===== config.mk =====
export PLATFORM = sky130hd
export DESIGN_NAME = crpf_ctrl
export DESIGN_NICKNAME = d
export VERILOG_FILES = /design/src/crpf_pkg.sv /design/src/crpf_ctrl.sv
export SDC_FILE = /design/constraint.sdc
export NUM_CORES = 1
export LEC_CHECK = 0
export BUFFER_PORTS_ARGS = -buffer_cell sky130_fd_sc_hd__buf_2
export CORE_AREA = 2 2 39 41
export DETAILED_ROUTE_END_ITERATION = 10
export DIE_AREA = 0 0 41 43
export SETUP_SLACK_MARGIN = 0.2
export SLEW_MARGIN = 20
export SYNTH_ARGS = -nofsm -noshare
export SYNTH_HDL_FRONTEND = slang
export SYNTH_SLANG_ARGS = --single-unit

===== constraint.sdc =====
create_clock -name clk -period 1.5 [get_ports clk]
set_input_delay 0.225 -clock clk [delete_from_list [all_inputs] [get_ports clk]]
set_output_delay 0.225 -clock clk [all_outputs]
set_load 0.01 [all_outputs]

===== src/crpf_pkg.sv =====
// Shared types, constants and helpers for the Catmull-Rom path follower.
// No dependencies; every other file refers to this package by scoped names.
package crpf_pkg;

  localparam int MAX_POINTS      = 64;
  localparam int PT_AW           = $clog2(MAX_POINTS);
  localparam int CNT_W           = $clog2(MAX_POINTS + 1);
  localparam int COORD_BITS      = 32;
  localparam int PHASE_FRAC_BITS = 16;
  localparam int PHASE_W         = PHASE_FRAC_BITS + 1;
  localparam int V_W             = COORD_BITS + 8;
  localparam int P_W             = V_W + PHASE_W + 1;
  localparam int PT_W            = 3 * COORD_BITS;

  localparam logic [PHASE_W-1:0] PHASE_ONE = PHASE_W'(1) << PHASE_FRAC_BITS;

  localparam int ACT_W = 2;
  localparam logic [ACT_W-1:0] ACT_LOAD    = 2'd0;
  localparam logic [ACT_W-1:0] ACT_TICK    = 2'd1;
  localparam logic [ACT_W-1:0] ACT_RESTART = 2'd2;

  localparam int COUNT_W   = 7;
  localparam int STEP_W    = 17;
  localparam int CFG_IDX_W = 1;
  localparam int CFG_DW    = 17;
  localparam logic [CFG_IDX_W-1:0] CFG_POINT_COUNT = 1'b0;
  localparam logic [CFG_IDX_W-1:0] CFG_PHASE_STEP  = 1'b1;
  localparam logic [COUNT_W-1:0]   COUNT_RESET     = 7'd4;
  localparam logic [STEP_W-1:0]    STEP_RESET      = 17'd1092;

  typedef struct packed {
    logic [ACT_W-1:0]             action;
    logic [PT_AW-1:0]             point_slot;
    logic signed [COORD_BITS-1:0] coord_x;
    logic signed [COORD_BITS-1:0] coord_y;
    logic signed [COORD_BITS-1:0] coord_z;
  } crpf_in_t;

  typedef struct packed {
    logic signed [COORD_BITS-1:0] pos_x;
    logic signed [COORD_BITS-1:0] pos_y;
    logic signed [COORD_BITS-1:0] pos_z;
    logic [PT_AW-1:0]             segment;
    logic                         path_done;
  } crpf_out_t;

  typedef struct packed {
    logic       take;
    logic       rd_en;
    logic [1:0] rd_sel;
    logic       cap_en;
    logic [1:0] cap_sel;
    logic       coef_en;
    logic       mul_en;
    logic       add_en;
    logic [1:0] add_sel;
    logic       out_ld;
  } crpf_cmd_t;

  typedef struct packed {
    logic tick;
  } crpf_stat_t;

  function automatic logic signed [COORD_BITS-1:0] sat_coord(
    input logic signed [V_W-1:0] v
  );
    logic signed [COORD_BITS-1:0] r;
    if ((&v[V_W-1:COORD_BITS-1]) || !(|v[V_W-1:COORD_BITS-1])) begin
      r = v[COORD_BITS-1:0];
    end else if (v[V_W-1]) begin
      r = {1'b1, {(COORD_BITS-1){1'b0}}};
    end else begin
      r = {1'b0, {(COORD_BITS-1){1'b1}}};
    end
    return r;
  endfunction

  function automatic logic signed [COORD_BITS-1:0] pt_axis(
    input logic [PT_W-1:0] pt,
    input int              k
  );
    return pt[(3-k)*COORD_BITS-1 -: COORD_BITS];
  endfunction

endpackage


===== src/crpf_ctrl.sv =====
// Sequencer for the path follower: input handshake, point reads, Horner steps
// and the result register handshake. Uses crpf_pkg.
module crpf_ctrl (
  input  logic                clk,
  input  logic                rst_n,
  input  logic                in_valid,
  output logic                in_stall,
  output logic                out_valid,
  input  logic                out_stall,
  input  crpf_pkg::crpf_stat_t stat,
  output crpf_pkg::crpf_cmd_t  cmd
);

  localparam logic [2:0] ST_IDLE = 3'd0;
  localparam logic [2:0] ST_RD   = 3'd1;
  localparam logic [2:0] ST_CAP  = 3'd2;
  localparam logic [2:0] ST_COEF = 3'd3;
  localparam logic [2:0] ST_MUL  = 3'd4;
  localparam logic [2:0] ST_ADD  = 3'd5;
  localparam logic [2:0] ST_OUT  = 3'd6;

  logic [2:0] state_r, state_nxt;
  logic [1:0] cnt_r, cnt_nxt;
  logic       out_valid_r, out_valid_nxt;
  logic       out_free;

  assign in_stall  = (state_r != ST_IDLE);
  assign out_valid = out_valid_r;
  assign out_free  = !out_valid_r || !out_stall;

  always_comb begin
    state_nxt = state_r;
    cnt_nxt   = cnt_r;
    cmd       = '0;
    case (state_r)
      ST_IDLE: begin
        cmd.take = in_valid;
        if (in_valid && stat.tick) begin
          state_nxt = ST_RD;
          cnt_nxt   = 2'd0;
        end
      end
      ST_RD: begin
        cmd.rd_en   = 1'b1;
        cmd.rd_sel  = cnt_r;
        cmd.cap_en  = (cnt_r != 2'd0);
        cmd.cap_sel = cnt_r - 2'd1;
        cnt_nxt     = cnt_r + 2'd1;
        if (cnt_r == 2'd3) begin
          state_nxt = ST_CAP;
        end
      end
      ST_CAP: begin
        cmd.cap_en  = 1'b1;
        cmd.cap_sel = 2'd3;
        state_nxt   = ST_COEF;
      end
      ST_COEF: begin
        cmd.coef_en = 1'b1;
        cnt_nxt     = 2'd0;
        state_nxt   = ST_MUL;
      end
      ST_MUL: begin
        cmd.mul_en = 1'b1;
        state_nxt  = ST_ADD;
      end
      ST_ADD: begin
        cmd.add_en  = 1'b1;
        cmd.add_sel = cnt_r;
        cnt_nxt     = cnt_r + 2'd1;
        state_nxt   = (cnt_r == 2'd2) ? ST_OUT : ST_MUL;
      end
      ST_OUT: begin
        if (out_free) begin
          cmd.out_ld = 1'b1;
          state_nxt  = ST_IDLE;
        end
      end
      default: begin
        state_nxt = ST_IDLE;
      end
    endcase
  end

  always_comb begin
    out_valid_nxt = out_valid_r;
    if (cmd.out_ld) begin
      out_valid_nxt = 1'b1;
    end else if (!out_stall) begin
      out_valid_nxt = 1'b0;
    end
  end

  always_ff @(posedge clk) begin
    if (!rst_n) begin
      state_r     <= ST_IDLE;
      cnt_r       <= 2'd0;
      out_valid_r <= 1'b0;
    end else begin
      state_r     <= state_nxt;
      cnt_r       <= cnt_nxt;
      out_valid_r <= out_valid_nxt;
    end
  end

endmodule


**Word level (Yosys, flattened, before mapping)**

Cells that the tools add are included.

- Add/subtract/negate cells: 2
- Equal/unequal tests: 12
- Multiplexer cells: 17
- Reduce and logical (&&, ||, !) cells: 11

Operator list:

| kind | number |
|---|---|
| case mux 3 bit (7 select lines) | 1 |
| 2-to-1 mux 3 bit | 5 |
| == test 3 bit (second input constant) | 3 |
| 2-to-1 mux 1 bit | 7 |
| == test 3 x 2 -> 1 bit (second input constant) | 2 |
| != test 2 bit (second input constant) | 3 |
| case mux 2 bit (3 select lines) | 1 |
| case mux 3 bit (2 select lines) | 1 |
| nonzero test 3 bit | 2 |
| == test 2 bit (second input constant) | 2 |
| 2-to-1 mux 2 bit | 2 |
| == test 3 x 1 -> 1 bit (second input constant) | 1 |
| zero test 3 bit | 1 |
| AND reduction 3 bit | 1 |
| adder 2 x 1 -> 2 bit (second input constant) | 1 |
| zero test 1 bit | 2 |
| != test 2 x 1 -> 1 bit (second input constant) | 1 |
| AND reduction 2 bit | 1 |
| nonzero test 2 bit | 1 |
| OR reduction 2 bit | 1 |
| subtractor 2 x 1 -> 2 bit (second input constant) | 1 |
| logical AND 1 bit | 1 |
| logical OR 1 bit | 1 |

- Register bits: 6
- Bits of input ports: 5
- Output and inout port bits: 15
- Word-level logic and storage cells: 45

**Depth between registers and ports, before layout**

Gate-level depths: netlist of the first run.

- Depth after elaboration: 5
- Mapped depth: 5
- Depth with buffers taken out: 5

**Least setup slack after synthesis of the first run**

Ideal clock, no wire load.

- Kind: register -> output
- Start point: register state_r[0]
- End point: output port cmd[0] (netlist bit)
- Data arrival time: 1.067 ns
- Data required time: 1.275 ns
- Setup slack: 0.208 ns
- Stages on the path, launching flop included: 6
- Path buffers: 2
- Cell sequence: dfxtp_1 > buf_2 > nand2b_1 > or2_1 > a21oi_1 > buf_4

RTL lines:

| what | RTL line | text |
|---|---|---|
| from (decl) | crpf_ctrl.sv:22 | `logic [2:0] state_r, state_nxt;` |
| from (signal assigned) | crpf_ctrl.sv:100 | `state_r <= state_nxt;` |
| to (decl) | crpf_ctrl.sv:11 | `output crpf_pkg::crpf_cmd_t cmd` |

==> run_results.csv, run 1 <==
group,metric,value,unit
status,status,"finished with violations",
status,violations,"setup timing",
cts,clk_latency,240,ps
sta,hold_viol,0,
cts,cts_tree,"yes",
global_routing,grt_max_degree,11,
logic_synthesis,synth.cell_area,434,um2
detailed_routing,vias_per_cell,5.12,
finish,num_antenna_cells,0,
detailed_routing,drt_first_pass_iters,4,
logic_synthesis,yosysTopAreaCellShare,27.7,%
finish,fill_cells,120,
finish,multi_input_area,358,um2
detailed_routing,antenna_left,0,
detailed_routing,totalWireLength,1.40,mm
cts,h-tree-depth,1,
flow_run,maxCapViolCount,0,
sta,min_period,1510,ps
logic_synthesis,synth_most_common_cell,"nor2_1",
detailed_routing,vias,548,
finish,finalInstanceArea,820,um2
placement,place_area,558,um2
sta,worstMarginPinSlew,185,ps
global_routing,overflow,0,
sta,hold_slack,303,ps
sta,setup_violations,1,
finish,layout.area.seq,136,um2
sta,max_freq,664,MHz
logic_synthesis,synth_nets,67,
logic_synthesis,synth-seq-area-share,27.7,%
die,dieArea,0.00176,mm2
global_routing,met1_usage,16.7,%
logic_synthesis,ys_warn_count,0,
logic_synthesis,syn_inst,59,
logic_synthesis,synth.top_cells.by_count,"nor2_1, dfxtp_1, inv_1, nor3_1",
finish,drive_above_1_share,65.9,%
power_and_ir_drop,p_total,415,uW
die,rows,14,
hold_path,hold_class,"primary input to flop",
cts,clock_path_buffers,2,
finish,final_nets,101,
cts,cts_buffers,3,
placement,gp_congestion,0.765,
logic_synthesis,postSynthAreaPerCell,7.36,um2
setup_path,endpoint_kind,"output pin",
logic_synthesis,synthArstFlopShare,0,%
detailed_routing,drc,0,
finish,area_growth,88.8,%
cts,clock-sinks,6,
sta,slew_viol_final,0,
setup_path,path_class,"flop to output pin",
logic_synthesis,ys.flop_type,"dfxtp_1",
global_routing,grt_pass1_wl,1.99,mm
global_routing,track_usage,16.5,%
detailed_routing,drt_iter0_drc,8,
logic_synthesis,synth_edf_count,0,
placement,io_buffer_count,19,
setup_path,required,1270,ps
global_routing,grtUsageMet3,8.90,%
logic_synthesis,synth.top_cells.by_area,"dfxtp_1, ha_1, nor2_1",
die,start_util,31.4,%
power_and_ir_drop,leakage,0.386,nW
sta,relSlewSlack,87.6,%
sta,rsz0062_at_grt,"true",
placement,place_inst,94,
cts,root_buffer,"clkbuf_4",
logic_synthesis,yosys.cell_types.count,27,
global_routing,use_met2,27.8,%
setup_path,worst_ep_arrival_time,1280,ps
cts,path_clk_slew,40,ps
logic_synthesis,yosys.area.top_type,"dfxtp_1",
die,core_area,0.00138,mm2
global_routing,grt_antenna_before_repair,0,
finish,stdcell_count,107,
sta,skew,0.871,ps
global_routing,gr-max-usage-layer,"met2",
setup_path,path_max_fanout,2,
die,die_h,43,um
detailed_routing,wl_per_cell,13.1,um
placement,dp_hpwl,825,um
setup_path,startpoint_type,"flop",
cts,postCtsHoldBufs,0,
global_routing,grt_pass1_vias,487,
logic_synthesis,ys_ff_latch,6,
die,io_pins,20,
power_and_ir_drop,powerDensity,506,mW/mm2
die,die_w,41,um
power_and_ir_drop,max-vdd-ir-drop,0.479,mV
sta,timing.final.ws_setup,-5.40,ps
sta,period_share,100,%
final cells by class:
class,instances,area share [%]
Multi-Input combinational cell,44,43.7
Clock buffer,3,2.75
Inverter,5,3.21
Timing Repair Buffer,33,31.3
Sequential cell,6,16.6
Tap cell,16,2.44
stage by stage:
| stage | setup slack (ps) | utilization (%) | setup TNS, ps |
|---|---|---|---|
| detailed placement | 129 | 40.3 | 0 |
| global placement | 144 | 40.3 | 0 |
| finish | -5.40 | 59.2 | -5.40 |
| CTS | 39.7 | 52.3 | 0 |
| global route | -50.1 | 59.2 | -53.4 |
| floorplan | 208 | - | 0 |
layout by cell type (no fill, tap or decap), types with 3 or more instances in the layout:
master and count:
a21oi_1 3, buf_2 16, dfxtp_4 4, clkbuf_4 3, buf_4 5, nor3_2 4
nor2_1 5, buf_6 11, o21a_1 3, inv_4 3, nand2_1 4
repair_timing:
item	CTS	global route
setup endpoints to repair	14	16
setup buffers	8	2
gates cloned	0	0
pin swaps	4	4
resized for setup	25	22
flip-flops by register name, summed over array words and instances (netlist names):
signal	flops
cnt_r	2
out_valid	1
state_r	3
cells by family after synthesis:
logic type / Yosys count / synth area share, %
simple gates: 25 / 27.4
compound gates: 15 / 24.5
buf+inv: 9 / 9.22
flops: 6 / 27.7
fa+ha+maj: 3 / 8.65
mux: 1 / 2.59
power by group:
part	switching, mW	internal, mW
registers	0.00691	0.160
logic	0.0513	0.0539
clock network	0.0530	0.0901
worst max-delay path: stages, from the launching register on:
cell and delay [ps]:
dfxtp_2 340, inv_4 50, ha_4 230, o21a_1 170, nor2_1 110, buf_2 140
worst paths after layout:
path	start	endpoint	slack, ps	cells past startpoint
setup / recovery	cnt_r[0]	cmd[7]	-5	5
hold / removal	rst_n	cnt_r[0]	300	3
setup reg to reg	state_r[1]	cnt_r[1]	220	5
hold reg to reg	out_valid	out_valid	560	2
per-layer routing:
layer	wire length, um	part of all wire (%)
met3	95	6.8
met1	518	37
met2	783	56
met4	0	0
met5	0	0
(Power assumes the default switching activity.)
==> run 2: changes to the inputs <==
Clock period 1.5 ns to 1.58 ns, I/O delays scaled along.
==> run 2 against run 1 <==
The run now ends clean. Combinational power hardly changed. Setup slack improved by 130 ps. Cell count unchanged. Die area stayed put. Wire length is 9.9% lower. Global-route usage down 1.1 points. Largest power group unchanged.
==> run_results.csv, run 2 (synthesis results as in run 1) <==
group,metric,value,unit
cts,clock_path_buffers,2,
power_and_ir_drop,p_total,402,uW
setup_path,path_class,"flop to output pin",
setup_path,required,1340,ps
power_and_ir_drop,power_frac_seq,39.7,%
placement,io_buffer_count,19,
placement,gp_congestion,0.723,
finish,layout_commonest_cell,"buf_2",
die,core_area,0.00138,mm2
sta,slew_viol_final,0,
placement,place_area,543,um2
setup_path,path_cells,"inv_4 -> ha_4 -> o21a_1 -> nor2_1 -> buf_2",
sta,hold_viol,0,
hold_path,hold_class,"primary input to flop",
finish,final_util,54.2,%
sta,setup_tns,0,ps
detailed_routing,totalWireLength,1.26,mm
power_and_ir_drop,leakage,0.376,nW
sta,max_freq,685,MHz
sta,setup_violations,0,
status,status,"complete, no violations",
sta,rsz0062_at_grt,"true",
sta,period_share,92.4,%
power_and_ir_drop,powerDensity,536,mW/mm2
cts,path_clk_slew,50,ps
cts,cts_tree,"yes",
sta,relSlewSlack,86.7,%
cts,root_buffer,"clkbuf_4",
detailed_routing,antenna_left,0,
global_routing,grt_pass1_vias,466,
power_and_ir_drop,p_switching,107,uW
sta,worstMarginPinSlew,198,ps
placement,dp_hpwl,801,um
finish,finalInstanceArea,751,um2
flow_run,maxCapViolCount,0,
power_and_ir_drop,p_clk_share,35.0,%
setup_path,path_buf_inv,2,
placement,place_inst,92,
finish,area_growth,72.9,%
detailed_routing,vias,531,
global_routing,overflow,0,
finish,stdcell_count,107,
power_and_ir_drop,combPwrFrac,25.3,%
die,rows,14,
sta,min_period,1460,ps
global_routing,grtUsageMet3,6.28,%
global_routing,gr-max-usage-layer,"met2",
finish,final_nets,101,
setup_path,startpoint_type,"flop",
finish,drive_above_1_share,60.4,%
cts,clk_latency,250,ps
global_routing,grt_max_degree,11,
detailed_routing,drt_iter0_drc,3,
global_routing,use_met2,27.2,%
finish,num_antenna_cells,0,
setup_path,path_max_fanout,2,
cts,h-tree-depth,1,
power_and_ir_drop,p_int,295,uW
finish,largest_register,"state_r",
global_routing,grt_antenna_before_repair,0,
global_routing,track_usage,15.5,%
setup_path,critPathSlowestCell,"dfxtp_2",
setup_path,max_stage_delay,350,ps
cts,cts_buffers,3,
die,start_util,31.4,%
finish,largest_register_ffs,3,
detailed_routing,wl_per_cell,11.8,um
die,io_pins,20,
sta,skew,7.59,ps
cts,clock-sinks,6,
setup_path,critical-path-top-delay-family,"flip-flops",
cts,postCtsHoldBufs,0,
global_routing,met1_usage,16.7,%
detailed_routing,drc,0,
detailed_routing,vias_per_cell,4.96,
finish,fill_cells,131,
setup_path,endpoint_kind,"output pin",
setup_path,worst_ep_arrival_time,1220,ps
power_and_ir_drop,max-vdd-ir-drop,0.418,mV
global_routing,grt_pass1_wl,1.88,mm
die,dieArea,0.00176,mm2
die,die_h,43,um
detailed_routing,drt_first_pass_iters,4,
finish,most-common-layout-cells,"buf_2, buf_4, nor2_1, buf_6",
die,die_w,41,um
power_and_ir_drop,swShare,26.7,%
## run 2: cell counts in the layout (fill, tap and decap cells not counted)
No cell type changed its count.
## run 2: final cells by class
type                    instances  area, um2  share of cell area [%]
multi-input cells              44        339                    45.2
repair buffers                 33        214                    28.5
flip-flops and latches          6        131                    17.5
inverters                       5       23.8                    3.17
clock buffers                   3       22.5                    3.00
well taps                      16       20.0                    2.67
## run 2: power by group through the flow
stage                     Combinational, mW  Sequential [mW]  Clock (mW)
final                                 0.102            0.160       0.141
after global routing                  0.110            0.160       0.157
after CTS                            0.0941            0.159       0.147
after detailed placement             0.0613            0.164           0
after global placement               0.0614            0.164           0
after floorplan                      0.0426            0.160           0
## run 2: final timing paths
path,start,to,slack (ps),depth (start not counted)
max,cnt_r[1],cmd[7],120,5
min,rst_n,cnt_r[0],290,3
max reg2reg,state_r[1],cnt_r[1],310,4
min reg2reg,out_valid,out_valid,540,2
## run 2: through the flow
stage	hold slack [ps]	setup slack, ps
5_1_grt	292	67.6
4_1_cts	283	100
3_3_place_gp	464	210
3_5_place_dp	474	206
2_1_floorplan	370	276
6_report	294	120
## run 2: what timing repair did
item                       CTS  global route
pin swaps                    7             3
setup endpoints to repair   12            11
setup buffers               11             1
resized for setup           21             9
## run 2: tightest hold or removal path, cell delays in order
cell and delay, ps:
buf_2 140, nand2_1 70, o22ai_1 50
## run 2: layer usage
| layer | vias to the layer above | wire [um] | part of all wire, % |
|---|---|---|---|
| met4 | 0 | 0 | 0 |
| met1 | 250 | 515 | 41 |
| met5 | - | 0 | 0 |
| met3 | 0 | 54 | 4.3 |
| li1 | 266 | - | - |
| met2 | 15 | 689 | 55 |
